===== src/rtl/lpd_pkg.sv =====
// Package for the look-ahead peak detector.
// Holds default widths and configuration register codes; no dependencies.
`timescale 1ns / 1ps
`default_nettype none

package lpd_pkg;

  // Default widths of sample and confirm counter
  localparam int unsigned DEF_SAMPLE_BITS  = 16;
  localparam int unsigned DEF_CONFIRM_BITS = 8;

  // Configuration index width leaves room for unmapped indexes
  localparam int unsigned CFG_INDEX_BITS = 2;

  // Configuration register map
  typedef enum logic [CFG_INDEX_BITS-1:0] {
    CFG_THRESHOLD   = 2'd0,
    CFG_CONFIRM_LEN = 2'd1
  } cfg_reg_e;

endpackage : lpd_pkg

`default_nettype wire


===== src/rtl/lookahead_peak_detector_core.sv =====
// Top level of the look-ahead peak detector: input register, compare and
// counter update, result register. Depends on lpd_pkg.
//
//   channel | signals                                  | direction
//   --------+------------------------------------------+----------
//   cfg     | cfg_valid_i, cfg_ready_o, cfg_index_i,   | write in
//           | cfg_data_i                               |
//   in      | in_valid_i, in_stall_o, in_sample_i      | beat in
//   out     | out_valid_o, out_stall_i, out_peak_mark_o| beat out
//
// One beat per cycle sustained while the output is not stalled; an accepted
// beat passes through the input register and then the result register, which
// drives the output. The compare against the held peak and the counter
// update happen as the beat moves between the two registers.
// Reset clears the valid flags, the peak state and both config registers.
// A stalled output holds its beat; the input register then fills and
// in_stall_o rises only while the output is both full and stalled.
`timescale 1ns / 1ps
`default_nettype none

module lookahead_peak_detector_core #(
  parameter int unsigned SAMPLE_BITS   = lpd_pkg::DEF_SAMPLE_BITS,
  parameter int unsigned CONFIRM_BITS  = lpd_pkg::DEF_CONFIRM_BITS,
  parameter int unsigned CFG_DATA_BITS =
    (SAMPLE_BITS > CONFIRM_BITS) ? SAMPLE_BITS : CONFIRM_BITS
) (
  input  wire logic                              clk_i,
  input  wire logic                              rst_ni,
  // configuration write
  input  wire logic                              cfg_valid_i,
  output logic                                   cfg_ready_o,
  input  wire logic [lpd_pkg::CFG_INDEX_BITS-1:0] cfg_index_i,
  input  wire logic [CFG_DATA_BITS-1:0]          cfg_data_i,
  // sample input
  input  wire logic                              in_valid_i,
  output logic                                   in_stall_o,
  input  wire logic signed [SAMPLE_BITS-1:0]     in_sample_i,
  // mark output
  output logic                                   out_valid_o,
  input  wire logic                              out_stall_i,
  output logic                                   out_peak_mark_o
);
  import lpd_pkg::*;

  localparam logic [CONFIRM_BITS-1:0] CountMax = '1;

  // Config registers
  logic signed [SAMPLE_BITS-1:0]  threshold_q;
  logic        [CONFIRM_BITS-1:0] confirm_len_q;

  // Input register
  logic                          in_valid_q;
  logic signed [SAMPLE_BITS-1:0] sample_q;

  // Peak state
  logic signed [SAMPLE_BITS-1:0]  held_peak_q, held_peak_d;
  logic                           peak_active_q, peak_active_d;
  logic        [CONFIRM_BITS-1:0] since_peak_q, since_peak_d;

  // Result register
  logic out_valid_q;
  logic peak_mark_q, peak_mark_d;

  logic advance;
  logic in_take;
  logic signed [SAMPLE_BITS-1:0] ref_level;
  logic above;

  // Move a beat to the result register when it is free or being drained
  assign advance    = in_valid_q && (!out_valid_q || !out_stall_i);
  assign in_stall_o = in_valid_q && !advance;
  assign in_take    = in_valid_i && !in_stall_o;

  assign cfg_ready_o     = 1'b1;
  assign out_valid_o     = out_valid_q;
  assign out_peak_mark_o = peak_mark_q;

  // Compare against the held peak, or the threshold when nothing is held
  assign ref_level = peak_active_q ? held_peak_q : threshold_q;
  assign above     = sample_q > ref_level;

  // Update peak state and decide the mark
  always_comb begin
    held_peak_d   = held_peak_q;
    peak_active_d = peak_active_q;
    since_peak_d  = since_peak_q;
    peak_mark_d   = 1'b0;
    if (above) begin
      held_peak_d   = sample_q;
      peak_active_d = 1'b1;
      since_peak_d  = '0;
    end else if (peak_active_q && (since_peak_q != CountMax)) begin
      since_peak_d = since_peak_q + 1'b1;
    end
    // Confirm once enough samples passed without a larger one
    if (peak_active_d && (since_peak_d >= confirm_len_q)) begin
      peak_mark_d   = 1'b1;
      peak_active_d = 1'b0;
      since_peak_d  = '0;
    end
  end

  // Config writes
  always_ff @(posedge clk_i or negedge rst_ni) begin
    if (!rst_ni) begin
      threshold_q   <= '0;
      confirm_len_q <= '0;
    end else if (cfg_valid_i && cfg_ready_o) begin
      unique case (cfg_index_i)
        CFG_THRESHOLD:   threshold_q   <= cfg_data_i[SAMPLE_BITS-1:0];
        CFG_CONFIRM_LEN: confirm_len_q <= cfg_data_i[CONFIRM_BITS-1:0];
        default: ;
      endcase
    end
  end

  // Input register control
  always_ff @(posedge clk_i or negedge rst_ni) begin
    if (!rst_ni) begin
      in_valid_q <= 1'b0;
    end else if (in_take) begin
      in_valid_q <= 1'b1;
    end else if (advance) begin
      in_valid_q <= 1'b0;
    end
  end

  // Input payload, no reset
  always_ff @(posedge clk_i) begin
    if (in_take) begin
      sample_q <= in_sample_i;
    end
  end

  // Peak state and result register
  always_ff @(posedge clk_i or negedge rst_ni) begin
    if (!rst_ni) begin
      held_peak_q   <= '0;
      peak_active_q <= 1'b0;
      since_peak_q  <= '0;
      out_valid_q   <= 1'b0;
      peak_mark_q   <= 1'b0;
    end else begin
      if (advance) begin
        held_peak_q   <= held_peak_d;
        peak_active_q <= peak_active_d;
        since_peak_q  <= since_peak_d;
        peak_mark_q   <= peak_mark_d;
        out_valid_q   <= 1'b1;
      end else if (!out_stall_i) begin
        out_valid_q <= 1'b0;
      end
    end
  end

endmodule : lookahead_peak_detector_core

`default_nettype wire


===== config.mk =====
export PLATFORM = sky130hd
export DESIGN_NAME = lookahead_peak_detector_core
export DESIGN_NICKNAME = d
export VERILOG_FILES = /design/src/rtl/lpd_pkg.sv /design/src/rtl/lookahead_peak_detector_core.sv
export SDC_FILE = /design/constraint.sdc
export NUM_CORES = 1
export LEC_CHECK = 0
export BUFFER_PORTS_ARGS = -buffer_cell sky130_fd_sc_hd__buf_2
export CAP_MARGIN = 0
export CORE_ASPECT_RATIO = 0.8
export CORE_MARGIN = 2
export CORE_UTILIZATION = 35
export CTS_CLUSTER_DIAMETER = 200
export DETAILED_ROUTE_END_ITERATION = 10
export SLEW_MARGIN = 0
export SYNTH_ARGS = -nofsm -noshare
export SYNTH_HDL_FRONTEND = slang
export SYNTH_SLANG_ARGS = --single-unit

===== constraint.sdc =====
create_clock -name clk_i -period 12.4 [get_ports clk_i]
set_input_delay 3.1 -clock clk_i [delete_from_list [all_inputs] [get_ports clk_i]]
set_output_delay 3.1 -clock clk_i [all_outputs]
set_load 0.01 [all_outputs]

==> impl_results.md <==
- Count leader, synth: dfrtp_1
- PnR Total Power: 996 µW
- Final worst-path cycle share: 53.3%
- All-Layer GR Usage: 14.3%
- CP Buf/Inv Count: 3
- Final count of pins violating max slew: 0
- DR DRC count: 0
- Relative slew slack: 25.5%
- CTS Buf Count: 9
- Int Pwr: 664 µW
- Initial antenna violation count: 0
- Max-cap viol count: 0
- Post-layout net count: 387
- VDD IR max: 0.000101 V
- Synthesized area per cell: 12.7 µm²
- Synth area leaders: dfrtp_1 (37%), edfxtp_1 (14%), mux2_2 (10%), ha_1 (8.9%), mux2i_1 (4.9%)
- Total grt overflow: 0
- Clock Latency Late Sink: 0.33 ns
- YS warnings: 0
- Post-Synthesis Net Count: 341
- Post-synth top flop: dfrtp_1
- Netlist Area Pre-Place: 3510 µm²
- Starting Density: 36.2%
- Mapped Cells: 277
- Core area: 9690 µm²
- Vert. Die Dim: 93.5 µm
- Largest family of logic cells by synthesized area: multiplexers
- Vias/cell: 4.87
- Power share of the clock group: 27.2%
- DRT iter0 DRCs: 79
- Flops & latches, synth: 68
- H-tree depth: 3
- Hold buffer count at CTS: 0
- PD cells: 238 nW/µm²
- Sequential-to-total area share from yosys stat: 50.8%
- Worst-path clk slew: 0.05 ns
- Port buffer count: 41
- Slowest cell on crit path: buf_2
- Logic pwr share: 38.4%
- Post-synth top area share: 37.1%
- PnR worst setup slack: 5.79 ns
- PostCTS Resize Cnt: 0
- # IOs: 43
- Post-layout util: 43.1%
- Die W: 116 µm
- Critical Path Most Common Cell: buf_2
- Number of antenna cells inserted: 0
- Area growth from synthesis to layout: 19.1%
- Minimum clock period after layout: 6.61 ns
- DPL Wire Length: 4990 µm
- Total number of vias: 2261
- Number of flops mapped to enable cells by yosys: 16
- Clock Path Buffers: 2
- Worst EP required: 9.30 ns
- Worst Hold Class: reg -> reg
- Synth cell types: 45
- Synth Area in Simple Gates: 9.99%
- Global-route wire length before repair: 11800 µm
- Critical path's largest stage delay: 0.13 ns
- # rows: 32
- Reg power frac: 34.4%
- XOR/XNOR Fraction of Synth Area: 0.250%
- Setup-failing EPs final: 0
- CP Capture Type: output pin
- Setup_tns: 0 ns
- Area leader, netlist: dfrtp_1
- DR WL/cell: 15.1 µm
- Startpoint types: primary input
- Synth cell count leaders: dfrtp_1 (52), mux2_2 (31), ha_1 (25)
- Least-Margin Pin Slew: 1.12 ns
- CTS tree: built
- Post-CTS Repair Setup Buffers: 0
- Setup CP Type: in -> out
- Mux contribution to synthesized area: 19.7%
- Switch share: 33.3%
- Skew final: 0.00680 ns
- Top delay family on crit path: buffers and inverters
- Max Clock Freq: 151 MHz
- Largest net degree at the start of global routing: 53
- Worst slack at placement: 5.79 ns
- CTS root buf: clkbuf_16
- Crit path max fanout: 3
- Status: finished, final reports clean
- Placer Congestion: 0.782
- Final hold violation count: 0
- Synth Area in Adders: 8.92%
- Die footprint: 10800 µm²
- CTS sink cnt: 68
- Unrepaired setup endpoints after global routing: no
- Post-Layout Cell Count: 464
- Layout cells sized above 1: 32.6%
- Number of iterations in the first detailed-routing pass: 4
- Post-synth ARST share: 76.5%
- Antenna viol nets, final: 0
- Critical Path AT: 3.51 ns
- Post-Route WL: 7020 µm
- Placed Cells: 448
- Switching power: 332 µW
- Leakage power: 1.98 nW
- Compound-Gate Fraction of Synth Area: 8.03%
- Worst-path cell chain: buf_2, nand3_1, inv_1, buf_2
- Vias in the first global route: 2343
[layout make-up]
cell class | instances | area [µm²]
Fill cell | 936 | 5510
Timing Repair Buffer | 43 | 220
Clock inverter | 6 | 88.8
Tap cell | 136 | 170
Clock buffer | 10 | 229
Inverter | 9 | 33.8
Multi-Input combinational cell | 192 | 1650
Sequential cell | 68 | 1780
[worst paths after layout]
kind | startpoint | slack, ns | depth (start not counted) | to
setup / recovery | out_stall_i | 5.79 | 4 | in_stall_o
min in group asynchronous | rst_ni | 2.89 | 2 | out_valid_o
setup reg to reg | peak_active_q | 7.04 | 16 | since_peak_q[5]
hold reg to reg | out_peak_mark_o | 0.49 | 2 | out_peak_mark_o
max in group asynchronous | rst_ni | 9.06 | 2 | threshold_q[10]
hold / removal | out_peak_mark_o | 0.49 | 2 | out_peak_mark_o
[per-layer routing]
| metal | vias to the layer above | global-route usage (%) | wire, µm |
|---|---|---|---|
| met1 | 1088 | 19.5 | 3450 |
| met4 | 0 | 5.16 | 84 |
| li1 | 1117 | - | - |
| met5 | - | 0 | 0 |
| met2 | 49 | 21.3 | 3160 |
| met3 | 7 | 4.41 | 320 |
[cells in the final DEF, fill, tap and decap left out, drive strengths merged, types with 2 or more instances in the layout]
master    Yosys  layout
o21a          2       2
edfxtp       16      16
o21ai         6       6
a21oi        13      13
dfrtp        52      52
inv           9       9
a211oi        3       3
and2          2       2
nand3b        2       2
nand2b        6       6
bufinv        0       2
nor3          3       3
nor3b         2       2
ha           25      25
or3           5       5
nand3         7       7
nor2          6       6
o31ai         3       3
buf           5      43
clkinvlp      0       2
mux2         41      41
or2           4       4
a21o          9       9
mux2i        18      18
nand4         5       5
nand2        16      16
clkbuf        3      10
clkinv        0       2
[worst min-delay path, delay by kind of cell, from the launching register on]
kind	cells	cell delay, ns
AO/OA/AOI/OAI	1	0.06
flip-flops	1	0.34
AND/OR/NAND/NOR	1	0.05
[stage by stage]
| stage | area, µm² | hold WS (ns) |
|---|---|---|
| finish | 4180 | 0.490 |
| global route | 4180 | 0.521 |
| CTS | 4180 | 0.491 |
| detailed placement | 3860 | 0.479 |
| global placement | 3860 | 0.481 |
| floorplan | 3510 | 0.471 |
[power by group through the flow]
stage          clock (mW)  combinational [mW]  sequential (mW)
2_1_floorplan           0               0.320            0.320
3_3_place_gp            0               0.368            0.343
3_5_place_dp            0               0.383            0.346
4_1_cts             0.277               0.385            0.343
5_1_grt             0.287               0.424            0.353
6_report            0.271               0.382            0.343
[cells by family after synthesis]
| kind of cell | count (synthesis) |
|---|---|
| buffers and inverters | 17 |
| xor gates and xnor gates | 1 |
| DFF | 68 |
| adders and majority gates | 25 |
| and+or+nand+nor | 63 |
| other | 1 |
| AOI/OAI and AO/OA | 43 |
| muxes | 59 |
[registers in the layout (all words and copies together) (netlist names)]
| register | cells |
|---|---|
| held_peak_q | 16 |
| sample_q | 16 |
| threshold_q | 16 |
| confirm_len_q | 8 |
| since_peak_q | 8 |
| in_valid_q | 1 |
| out_peak_mark_o | 1 |
| out_valid_o | 1 |
| peak_active_q | 1 |
Note: power is estimated with default switching activity, not from simulation.
